--- src/alhf_pkg.sv ---
`default_nettype none
package alhf_pkg;

    // Result status codes
    localparam logic [2:0] STAT_NONE  = 3'd0;
    localparam logic [2:0] STAT_LOLO  = 3'd1;
    localparam logic [2:0] STAT_LOW   = 3'd2;
    localparam logic [2:0] STAT_HIGH  = 3'd3;
    localparam logic [2:0] STAT_HIHI  = 3'd4;
    localparam logic [2:0] STAT_UNDEF = 3'd5;

    // Range codes
    localparam logic [2:0] RNG_LOLO = 3'd1;
    localparam logic [2:0] RNG_LOW  = 3'd2;
    localparam logic [2:0] RNG_NORM = 3'd3;
    localparam logic [2:0] RNG_HIGH = 3'd4;
    localparam logic [2:0] RNG_HIHI = 3'd5;

    // Register indexes
    localparam logic [2:0] REG_HIHI = 3'd0;
    localparam logic [2:0] REG_HIGH = 3'd1;
    localparam logic [2:0] REG_LOW  = 3'd2;
    localparam logic [2:0] REG_LOLO = 3'd3;
    localparam logic [2:0] REG_HYST = 3'd4;
    localparam logic [2:0] REG_SEVR = 3'd5;
    localparam logic [2:0] REG_FTIM = 3'd6;
    localparam logic [2:0] REG_USEV = 3'd7;

    typedef enum logic [2:0] {
        ST_IDLE,
        ST_CLASS,
        ST_DIV,
        ST_MUL,
        ST_FIN,
        ST_OUT
    } state_t;

    // Controller -> datapath
    typedef struct packed {
        logic load;      // capture input request
        logic classify;  // limit check, pick path
        logic div_start; // begin alpha division
        logic div_step;  // one quotient bit
        logic mul_step;  // one multiply phase
        logic finish;    // compute range, update state
    } cmd_t;

    // Datapath -> controller
    typedef struct packed {
        logic need_filter; // divide/multiply path needed
        logic div_done;
        logic mul_done;
    } sts_t;

endpackage
`default_nettype wire

--- src/alhf_ctrl.sv ---
`default_nettype none
module alhf_ctrl
(
    input  wire logic            clk,
    input  wire logic            rst_n,
    input  wire logic            in_valid,
    output logic                 in_ready,
    output logic                 out_valid,
    input  wire logic            out_ready,
    output alhf_pkg::cmd_t       cmd,
    input  wire alhf_pkg::sts_t  sts
);
    import alhf_pkg::*;

    state_t state_reg, state_next;

    // State register
    always_ff @(posedge clk or negedge rst_n)
    begin
        if (!rst_n)
        begin
            state_reg <= ST_IDLE;
        end
        else
        begin
            state_reg <= state_next;
        end
    end

    // Next state
    always_comb
    begin
        state_next = state_reg;
        unique case (state_reg)
            ST_IDLE:
            begin
                if (in_valid) state_next = ST_CLASS;
            end
            ST_CLASS: state_next = sts.need_filter ? ST_DIV : ST_FIN;
            ST_DIV:
            begin
                if (sts.div_done) state_next = ST_MUL;
            end
            ST_MUL:
            begin
                if (sts.mul_done) state_next = ST_FIN;
            end
            ST_FIN: state_next = ST_OUT;
            ST_OUT:
            begin
                if (out_ready) state_next = ST_IDLE;
            end
            default: state_next = ST_IDLE;
        endcase
    end

    // Outputs
    always_comb
    begin
        cmd = '0;
        in_ready = 1'b0;
        out_valid = 1'b0;
        unique case (state_reg)
            ST_IDLE:
            begin
                in_ready = 1'b1;
                cmd.load = in_valid;
            end
            ST_CLASS:
            begin
                cmd.classify = 1'b1;
                cmd.div_start = sts.need_filter;
            end
            ST_DIV: cmd.div_step = 1'b1;
            ST_MUL: cmd.mul_step = 1'b1;
            ST_FIN: cmd.finish = 1'b1;
            ST_OUT: out_valid = 1'b1;
            default: ;
        endcase
    end

    // Output request is held until taken
    a_out_hold: assert property (@(posedge clk) disable iff (!rst_n)
        out_valid && !out_ready |=> out_valid)
        else $error("result dropped while stalled");
    a_no_accept_busy: assert property (@(posedge clk) disable iff (!rst_n)
        out_valid |-> !in_ready)
        else $error("input taken while result pending");
    a_div_after_class: assert property (@(posedge clk) disable iff (!rst_n)
        cmd.div_start |=> state_reg == ST_DIV)
        else $error("division not entered");
endmodule
`default_nettype wire

--- src/alhf_dp.sv ---
`default_nettype none
module alhf_dp
#(
    parameter int FRAC = 24
)
(
    input  wire logic               clk,
    input  wire logic               rst_n,
    input  wire alhf_pkg::cmd_t     cmd,
    output alhf_pkg::sts_t          sts,
    input  wire logic signed [31:0] sample,
    input  wire logic               undefined,
    input  wire logic [31:0]        elapsed_ms,
    input  wire logic [1:0]         prior_severity,
    input  wire logic signed [31:0] limit_hihi,
    input  wire logic signed [31:0] limit_high,
    input  wire logic signed [31:0] limit_low,
    input  wire logic signed [31:0] limit_lolo,
    input  wire logic [30:0]        hysteresis,
    input  wire logic [7:0]         limit_severities,
    input  wire logic [23:0]        filter_time_ms,
    input  wire logic [1:0]         undefined_severity,
    output logic [2:0]              alarm_status,
    output logic [1:0]              alarm_severity,
    output logic                    status_taken,
    output logic [2:0]              filtered_range
);
    import alhf_pkg::*;

    localparam int NUMW = 24 + FRAC;         // dividend width
    localparam int DENW = 33;
    localparam int QW = FRAC + 1;            // alpha fits in FRAC+1 bits
    localparam int CW = $clog2(NUMW + 1);
    localparam logic [FRAC-1:0] THRESH =
        FRAC'(((64'd6321 << FRAC) + 64'd5000) / 64'd10000);
    localparam logic signed [33:0] ONE = 34'sd1 <<< FRAC;

    // Captured request
    logic signed [31:0] val_reg;
    logic               undef_reg;
    logic [31:0]        elap_reg;
    logic [1:0]         prior_reg;
    // Persistent state
    logic [31:0]        lalm_reg, lalm_next;
    logic signed [31:0] flvl_reg, flvl_next;
    // Classification
    logic [2:0]         crange_reg;
    logic [1:0]         asev_reg;
    logic signed [31:0] alev_reg;
    logic               filt_reg;
    // Divider
    logic [NUMW-1:0]    dq_reg;
    logic [DENW:0]      drem_reg;
    logic [CW-1:0]      dcnt_reg;
    // Multiply: two phases
    logic               mph_reg;
    logic signed [63:0] acc_reg;
    // Result
    logic [2:0]         stat_reg, range_reg;
    logic [1:0]         sev_reg;
    logic               taken_reg;

    logic signed [32:0] hh, hi, lo, ll, v, hy;
    logic [1:0] s_hh, s_hi, s_lo, s_ll;
    logic [2:0] c_range;
    logic [1:0] c_sev;
    logic signed [31:0] c_lev;
    logic [DENW-1:0] den;
    logic [DENW:0] rem_sh;
    logic signed [33:0] mul_a, mul_b;
    logic signed [63:0] prod;
    logic signed [63:0] lvl_full;
    logic signed [31:0] lvl_new;
    logic signed [31:0] lvl_neg;
    logic signed [31:0] fl_abs;
    logic signed [31:0] fl;
    logic [2:0] f_range;
    logic [1:0] f_sev;
    logic signed [31:0] f_lev;
    logic [2:0] stat_next_w, range_next_w;
    logic [1:0] sev_next_w;
    logic       taken_next_w;

    assign hh = 33'(limit_hihi);
    assign hi = 33'(limit_high);
    assign lo = 33'(limit_low);
    assign ll = 33'(limit_lolo);
    assign v  = 33'(val_reg);
    assign hy = 33'(signed'({2'b00, hysteresis}));
    assign s_hh = limit_severities[7:6];
    assign s_hi = limit_severities[5:4];
    assign s_lo = limit_severities[3:2];
    assign s_ll = limit_severities[1:0];

    // Limit check in priority order
    always_comb
    begin
        priority if (s_hh != 2'd0 && (v >= hh ||
            (lalm_reg == limit_hihi && v >= hh - hy)))
        begin
            c_range = RNG_HIHI; c_sev = s_hh; c_lev = limit_hihi;
        end
        else if (s_ll != 2'd0 && (v <= ll ||
            (lalm_reg == limit_lolo && v <= ll + hy)))
        begin
            c_range = RNG_LOLO; c_sev = s_ll; c_lev = limit_lolo;
        end
        else if (s_hi != 2'd0 && (v >= hi ||
            (lalm_reg == limit_high && v >= hi - hy)))
        begin
            c_range = RNG_HIGH; c_sev = s_hi; c_lev = limit_high;
        end
        else if (s_lo != 2'd0 && (v <= lo ||
            (lalm_reg == limit_low && v <= lo + hy)))
        begin
            c_range = RNG_LOW; c_sev = s_lo; c_lev = limit_low;
        end
        else
        begin
            c_range = RNG_NORM; c_sev = 2'd0; c_lev = val_reg;
        end
    end

    assign sts.need_filter = !undef_reg && filter_time_ms != 24'd0 && flvl_reg != 32'sd0;
    // done flags the cycle of the last quotient bit
    assign sts.div_done = dcnt_reg == CW'(NUMW - 1);
    assign sts.mul_done = mph_reg;

    // Restoring divider, one quotient bit a cycle
    assign den = DENW'(elap_reg) + DENW'(filter_time_ms);
    assign rem_sh = {drem_reg[DENW-1:0], dq_reg[NUMW-1]};

    // Shared signed multiplier: alpha*L, then (+/-(one-alpha))*R*one
    always_comb
    begin
        if (!mph_reg)
        begin
            mul_a = 34'(signed'({1'b0, dq_reg[QW-1:0]}));
            mul_b = 34'(flvl_reg);
        end
        else
        begin
            mul_a = (flvl_reg > 32'sd0) ? ONE - 34'(signed'({1'b0, dq_reg[QW-1:0]}))
                                        : 34'(signed'({1'b0, dq_reg[QW-1:0]})) - ONE;
            mul_b = 34'(signed'({31'd0, crange_reg})) <<< FRAC;
        end
    end
    assign prod = 64'(mul_a) * 64'(mul_b);

    // Finish: floor shift, rounding hysteresis, range
    always_comb
    begin
        lvl_full = acc_reg >>> FRAC;
        lvl_new = lvl_full[31:0];
        lvl_neg = (lvl_new[FRAC-1:0] > THRESH) ? -lvl_new : lvl_new;
        fl = lvl_neg >>> FRAC;
        fl_abs = (fl < 32'sd0) ? -fl : fl;
        if (fl_abs < 32'sd1) f_range = RNG_LOLO;
        else if (fl_abs > 32'sd5) f_range = RNG_HIHI;
        else f_range = fl_abs[2:0];
        unique case (f_range)
            RNG_HIHI: begin f_sev = s_hh; f_lev = limit_hihi; end
            RNG_HIGH: begin f_sev = s_hi; f_lev = limit_high; end
            RNG_LOW:  begin f_sev = s_lo; f_lev = limit_low;  end
            RNG_LOLO: begin f_sev = s_ll; f_lev = limit_lolo; end
            default:  begin f_sev = 2'd0; f_lev = val_reg;    end
        endcase
    end

    // Payload registers
    always_ff @(posedge clk)
    begin
        if (cmd.load)
        begin
            val_reg <= sample;
            undef_reg <= undefined;
            elap_reg <= elapsed_ms;
            prior_reg <= prior_severity;
        end
        if (cmd.classify)
        begin
            crange_reg <= c_range;
            asev_reg <= c_sev;
            alev_reg <= c_lev;
            filt_reg <= sts.need_filter;
        end
        if (cmd.div_start)
        begin
            dq_reg <= NUMW'({filter_time_ms, {FRAC{1'b0}}});
            drem_reg <= '0;
            dcnt_reg <= '0;
            mph_reg <= 1'b0;
        end
        else if (cmd.div_step)
        begin
            if (rem_sh >= {1'b0, den})
            begin
                drem_reg <= rem_sh - {1'b0, den};
                dq_reg <= {dq_reg[NUMW-2:0], 1'b1};
            end
            else
            begin
                drem_reg <= rem_sh;
                dq_reg <= {dq_reg[NUMW-2:0], 1'b0};
            end
            dcnt_reg <= dcnt_reg + CW'(1);
        end
        else if (cmd.mul_step)
        begin
            acc_reg <= mph_reg ? acc_reg + prod : prod;
            mph_reg <= 1'b1;
        end
    end

    // Final result and state update
    always_comb
    begin
        logic [2:0] rng;
        logic [1:0] sv;
        logic signed [31:0] lev;
        logic tk;
        lalm_next = lalm_reg;
        flvl_next = flvl_reg;
        rng = crange_reg;
        sv = asev_reg;
        lev = alev_reg;
        if (undef_reg)
        begin
            flvl_next = '0;
        end
        else if (filter_time_ms == 24'd0)
        begin
            flvl_next = '0;
        end
        else if (!filt_reg)
        begin
            flvl_next = 32'(signed'({1'b0, crange_reg})) <<< FRAC;
        end
        else
        begin
            flvl_next = lvl_neg;
            rng = f_range;
            sv = f_sev;
            lev = f_lev;
        end
        tk = sv > prior_reg;
        if (undef_reg)
        begin
            stat_next_w = STAT_UNDEF;
            tk = undefined_severity > prior_reg;
            sev_next_w = tk ? undefined_severity : prior_reg;
            rng = RNG_NORM;
        end
        else if (sv != 2'd0)
        begin
            unique case (rng)
                RNG_HIHI: stat_next_w = STAT_HIHI;
                RNG_HIGH: stat_next_w = STAT_HIGH;
                RNG_LOW:  stat_next_w = STAT_LOW;
                RNG_LOLO: stat_next_w = STAT_LOLO;
                default:  stat_next_w = STAT_NONE;
            endcase
            sev_next_w = tk ? sv : prior_reg;
            if (tk) lalm_next = lev;
        end
        else
        begin
            stat_next_w = STAT_NONE;
            tk = 1'b0;
            sev_next_w = prior_reg;
            lalm_next = val_reg;
        end
        taken_next_w = tk;
        range_next_w = rng;
    end

    always_ff @(posedge clk)
    begin
        if (cmd.finish)
        begin
            stat_reg <= stat_next_w;
            sev_reg <= sev_next_w;
            taken_reg <= taken_next_w;
            range_reg <= range_next_w;
        end
    end

    // Block state
    always_ff @(posedge clk or negedge rst_n)
    begin
        if (!rst_n)
        begin
            lalm_reg <= '0;
            flvl_reg <= '0;
        end
        else if (cmd.finish)
        begin
            lalm_reg <= lalm_next;
            flvl_reg <= flvl_next;
        end
    end

    assign alarm_status = stat_reg;
    assign alarm_severity = sev_reg;
    assign status_taken = taken_reg;
    assign filtered_range = range_reg;

    a_taken_sev: assert property (@(posedge clk) disable iff (!rst_n)
        $past(cmd.finish) |-> (taken_reg == (sev_reg != prior_reg) || !taken_reg))
        else $error("taken flag inconsistent");
    a_undef_clear: assert property (@(posedge clk) disable iff (!rst_n)
        cmd.finish && undef_reg |=> flvl_reg == 32'sd0)
        else $error("filter not cleared on undefined");
    a_range_ok: assert property (@(posedge clk) disable iff (!rst_n)
        $past(cmd.finish) |-> range_reg >= RNG_LOLO && range_reg <= RNG_HIHI)
        else $error("range out of bounds");
endmodule
`default_nettype wire

--- src/alarm_level_hysteresis_filter.sv ---
`default_nettype none
// Alarm limit check with hysteresis and optional exponential range filter.
// One request at a time. When the filter is off or idle, or the sample is
// undefined, a request passes limit check, finish, output and back to idle;
// with the filter running, a bit-serial alpha divider and a two-phase shared
// multiplier come between limit check and finish. A stalled output adds its
// wait. The user must write registers over the APB port only while no
// request is in flight; the block itself does not enforce this.
module alarm_level_hysteresis_filter
#(
    parameter int FILTER_FRAC_BITS = 24
)
(
    input  wire logic               clk,
    input  wire logic               rst_n,
    input  wire logic               psel,
    input  wire logic               penable,
    input  wire logic               pwrite,
    input  wire logic [4:0]         paddr,
    input  wire logic [31:0]        pwdata,
    output logic [31:0]             prdata,
    output logic                    pready,
    input  wire logic               in_valid,
    output logic                    in_ready,
    input  wire logic signed [31:0] sample,
    input  wire logic               undefined,
    input  wire logic [31:0]        elapsed_ms,
    input  wire logic [1:0]         prior_severity,
    output logic                    out_valid,
    input  wire logic               out_ready,
    output logic [2:0]              alarm_status,
    output logic [1:0]              alarm_severity,
    output logic                    status_taken,
    output logic [2:0]              filtered_range
);
    import alhf_pkg::*;

    logic [31:0] hihi_reg, high_reg, low_reg, lolo_reg;
    logic [30:0] hyst_reg;
    logic [7:0]  sevr_reg;
    logic [23:0] ftim_reg;
    logic [1:0]  usev_reg;
    cmd_t cmd;
    sts_t sts;
    logic [2:0] ridx;

    assign pready = 1'b1;
    assign ridx = paddr[4:2];

    // Register writes
    always_ff @(posedge clk or negedge rst_n)
    begin
        if (!rst_n)
        begin
            hihi_reg <= '0; high_reg <= '0; low_reg <= '0; lolo_reg <= '0;
            hyst_reg <= '0; sevr_reg <= '0; ftim_reg <= '0; usev_reg <= 2'd3;
        end
        else if (psel && penable && pwrite)
        begin
            unique case (ridx)
                REG_HIHI: hihi_reg <= pwdata;
                REG_HIGH: high_reg <= pwdata;
                REG_LOW:  low_reg  <= pwdata;
                REG_LOLO: lolo_reg <= pwdata;
                REG_HYST: hyst_reg <= pwdata[30:0];
                REG_SEVR: sevr_reg <= pwdata[7:0];
                REG_FTIM: ftim_reg <= pwdata[23:0];
                REG_USEV: usev_reg <= pwdata[1:0];
                default: ;
            endcase
        end
    end

    // Register reads
    always_comb
    begin
        unique case (ridx)
            REG_HIHI: prdata = hihi_reg;
            REG_HIGH: prdata = high_reg;
            REG_LOW:  prdata = low_reg;
            REG_LOLO: prdata = lolo_reg;
            REG_HYST: prdata = {1'b0, hyst_reg};
            REG_SEVR: prdata = {24'd0, sevr_reg};
            REG_FTIM: prdata = {8'd0, ftim_reg};
            REG_USEV: prdata = {30'd0, usev_reg};
            default:  prdata = '0;
        endcase
    end

    alhf_ctrl u_ctrl
    (
        .clk(clk), .rst_n(rst_n),
        .in_valid(in_valid), .in_ready(in_ready),
        .out_valid(out_valid), .out_ready(out_ready),
        .cmd(cmd), .sts(sts)
    );

    alhf_dp #(.FRAC(FILTER_FRAC_BITS)) u_dp
    (
        .clk(clk), .rst_n(rst_n), .cmd(cmd), .sts(sts),
        .sample(sample), .undefined(undefined), .elapsed_ms(elapsed_ms),
        .prior_severity(prior_severity),
        .limit_hihi(hihi_reg), .limit_high(high_reg),
        .limit_low(low_reg), .limit_lolo(lolo_reg),
        .hysteresis(hyst_reg), .limit_severities(sevr_reg),
        .filter_time_ms(ftim_reg), .undefined_severity(usev_reg),
        .alarm_status(alarm_status), .alarm_severity(alarm_severity),
        .status_taken(status_taken), .filtered_range(filtered_range)
    );
endmodule
`default_nettype wire

--- config.mk ---
export PLATFORM = sky130hd
export DESIGN_NAME = alarm_level_hysteresis_filter
export DESIGN_NICKNAME = d
export VERILOG_FILES = /design/src/alhf_pkg.sv /design/src/alhf_ctrl.sv /design/src/alhf_dp.sv /design/src/alarm_level_hysteresis_filter.sv
export SDC_FILE = /design/constraint.sdc
export NUM_CORES = 2
export LEC_CHECK = 0
export ABC_CLOCK_PERIOD_IN_PS = 14000
export BUFFER_PORTS_ARGS = -buffer_cell sky130_fd_sc_hd__buf_4
export CORE_MARGIN = 10
export CORE_UTILIZATION = 25
export DETAILED_ROUTE_END_ITERATION = 6
export HOLD_SLACK_MARGIN = 0.05
export PLACE_DENSITY_LB_ADDON = 0.1
export SLEW_MARGIN = 20
export SYNTH_ARGS = -nofsm -noshare
export SYNTH_HDL_FRONTEND = slang
export SYNTH_SLANG_ARGS = --single-unit
export TNS_END_PERCENT = 30
--- constraint.sdc ---
create_clock -name clk -period 14 [get_ports clk]
set_clock_uncertainty 0.1 [all_clocks]
set_input_delay 0 -clock clk [delete_from_list [all_inputs] [get_ports clk]]
set_output_delay 0 -clock clk [all_outputs]
set_load 0.01 [all_outputs]
==> flow_summary.ini <==
[clock_tree]
clock_sinks = 518
numCtsBuffers = 70
cts.htree.levels = 3
cts_tree = yes
clock_path_buffers = 3
clk-insertion-delay-late_ns = 0.69
cts-root-buf = clkbuf_16
path_clk_slew_ns = 0.06

[setup_path]
critPathSlowestCell = or4_1
reg2reg_depth = 42
timing.rr.start = u_dp.dq_reg[6]
crit_family = adder cells
worstPathRequired_ns = 14.32
critPathKind = flip-flop to flip-flop
path_max_fanout = 6
regToRegEndpoint = u_dp.acc_reg[44]
startpoint_type = flip-flop
cp-end-kind = flip-flop
worst_path_most_repeated_cell = fa_1
critPathLaunch = u_dp.dq_reg[6]
cpPeakStageDelay_ns = 0.60
crit_buf_inv = 5
worstPathArrival_ns = 13.79
r2r_setup_slack_ns = 0.53

[outcome]
status = finished, final reports clean

[final_layout]
area_growth_pct = 15.6
fin_util = 0.290
nets = 10400
largest_reg_flops = 56
instances_no_fill = 12700
drive_gt1_frac = 0.0843
fill_cells = 31800

[routing]
vias = 61900
totalWireLength_um = 319000
drcViolationCount = 0
drt_iter0_drc = 4600
wire_per_inst_um = 25.1
drtAntennaViolNets = 0
vias_per_cell = 4.87
first_pass_iters = 7

[yosys]
synthFlopType = dfrtp_1
ys.warnings.count = 0
ys_types = 100
synthCells = 8333
synth.avg_cell_area_um2 = 8.94
synth-edff-count = 194
netlist_area_um2 = 74500
seq_area_frac_synth = 0.183
ys_ff_latch = 518
async_flop_share = 0.502

[timing]
period_needed_ns = 13.47
timing.fmax_mhz = 74.2
fin_setup_tns_ns = 0
max_slew_margin = 0.0902
hold_slack_ns = 0.0815
worstMarginPinSlew_ns = 1.35
slew_viol_final = 0
setup_viol = 0
rsz0062_at_grt = false
hold_viol_final = 0
fin_crit_sh = 0.962

[place]
place_congestion = 0.905
io_buffers = 151
post-dp-hpwl_um = 257000
dpl.cell_count = 12300

[global_routing]
antenna_found_initial = 4
globalRoute.totalOverflow = 0
grt_pass1_vias = 65200
grt_pass1_wl_um = 468000
grt_max_degree = 121
grtUsageTotal = 0.198

[floorplanning]
ios = 155
dieArea_um2 = 320000
row_count = 200
start_util = 0.251
coreArea_um2 = 297000
die_h_um = 566
fp.dieW_um = 566

[min_path]
hp-class = primary input to flip-flop
min_from = pwdata[23]
hold_path_end = high_reg[23]
whs_path_depth = 4

[flow_run]
cap_violations = 0
final cells by class:
| type | count | area, um^2 | area share |
|---|---|---|---|
| well taps | 3939 | 4930 | 0.0572 |
| clock buffers | 101 | 2110 | 0.0245 |
| flip-flops and latches | 518 | 13600 | 0.158 |
| repair buffers | 599 | 5150 | 0.0598 |
| diodes | 3 | 7.51 | 0.0000872 |
| clock inverters | 29 | 282 | 0.00327 |
| multi-input cells | 6292 | 55400 | 0.644 |
| inverters | 1217 | 4570 | 0.0531 |
Yosys cell counts (all sizes together), types with 13 or more instances:
cell    number  area [um^2]
a31oi       36          240
a221oi      17          149
a21o       201         1510
or3         29          181
o221ai      13          120
or4         13         97.6
mux2       112         1260
nand2      854         3210
nor3        75          380
xnor2      280         2460
and3        34          213
ha         693         8670
nor4        44          282
nor2b       87          544
a222oi      24          240
o22ai       60          389
o21ai      406         2050
or2         26          163
o21a        80          609
a21oi      422         2110
and2        24          150
mux2i       92          933
o211ai      26          195
o22a        17          149
o21bai      45          338
edfxtp     194         5830
a22o        28          245
a311oi      38          333
inv       1214         4560
a211oi      79          593
o31ai       27          203
dfxtp       64         1280
dfrtp      258         6460
nor2       766         2880
xor2       215         1880
nand4       91          569
clkbuf     310         1160
fa         943        18900
nand3       93          470
buf         52          272
nand2b      75          469
worst reg2reg max path: cells and delay by family, from the launching register on:
| family | cells | cell delay, ns |
|---|---|---|
| muxes | 1 | 0.26 |
| xor gates and xnor gates | 3 | 0.75 |
| and+or+nand+nor | 9 | 2.78 |
| AOI/OAI and AO/OA | 14 | 3.82 |
| adders and majority gates | 10 | 4.70 |
| DFF | 1 | 0.39 |
| buffers and inverters | 5 | 0.41 |
how the worst max path moves through the flow:
stage                  endpoint  slack [ns]  cells past startpoint
4_1_cts        u_dp.acc_reg[50]        0.09                     42
3_3_place_gp   u_dp.acc_reg[53]        0.30                     43
3_5_place_dp   u_dp.acc_reg[50]        0.17                     42
6_report       u_dp.acc_reg[44]        0.53                     42
2_1_floorplan  u_dp.acc_reg[50]        1.68                     49
5_1_grt        u_dp.acc_reg[53]        0.02                     48
metrics by stage:
| step | instance area, um^2 | setup WS, ns |
|---|---|---|
| final | 86100 | 0.528 |
| after floorplan | 74700 | 1.68 |
| after global routing | 86100 | 0.0174 |
| after detailed placement | 81400 | 0.166 |
| after global placement | 81300 | 0.298 |
| after CTS | 86000 | 0.0890 |
layout by cell type, fill, tap and decap left out, types with 27 or more instances in the layout:
cell type,count
nand2b_1,74
inv_1,1213
a31oi_1,35
and3_1,34
fa_1,943
o21a_1,77
nand3_1,91
mux2_2,112
nor3_1,71
o22ai_1,58
or3_1,27
mux2i_1,90
a21o_1,201
a22o_1,28
dfxtp_1,63
a21oi_1,422
ha_1,693
nor2_1,757
dlygate4sd3_1,218
o21bai_1,45
buf_4,371
clkbuf_16,78
a211oi_1,79
nand2_1,854
nor4_1,42
a311oi_1,38
nor2b_1,83
conb_1,58
dfrtp_1,258
edfxtp_1,194
nand4_1,91
o21ai_0,379
xnor2_1,265
xor2_1,203
logic make-up (layout without fill, tap and decap cells):
kind of cell / after synthesis / in the layout / synth area share
AO/OA/AOI/OAI: 1641 / 1641 / 0.142
XOR/XNOR: 495 / 495 / 0.0583
AND/OR/NAND/NOR: 2244 / 2244 / 0.133
adder cells (fa/ha/maj): 1638 / 1638 / 0.370
multiplexers: 216 / 216 / 0.0331
buffers and inverters: 1579 / 1946 / 0.0806
other: 2 / 61 / 0.000101
flip-flops: 518 / 518 / 0.183
what timing repair did:
action                                  CTS  global route
endpoints found under the setup margin    0            11
endpoints found under the hold margin   438             0
resized for setup                         0             4
buffers inserted                          0             9
hold buffers                            219             0
per-layer routing:
layer | GRT usage | vias up | wire length (um)
met5 | 0 | - | 0
met4 | 0.0605 | 0 | 11400
met3 | 0.0196 | 350 | 13400
met2 | 0.328 | 1566 | 149000
met1 | 0.272 | 31600 | 146000
li1 | - | 28400 | -
Power is left out: the tool's default activity adds up to more than one toggle a clock period on the data nets, which glitch-free logic cannot reach.
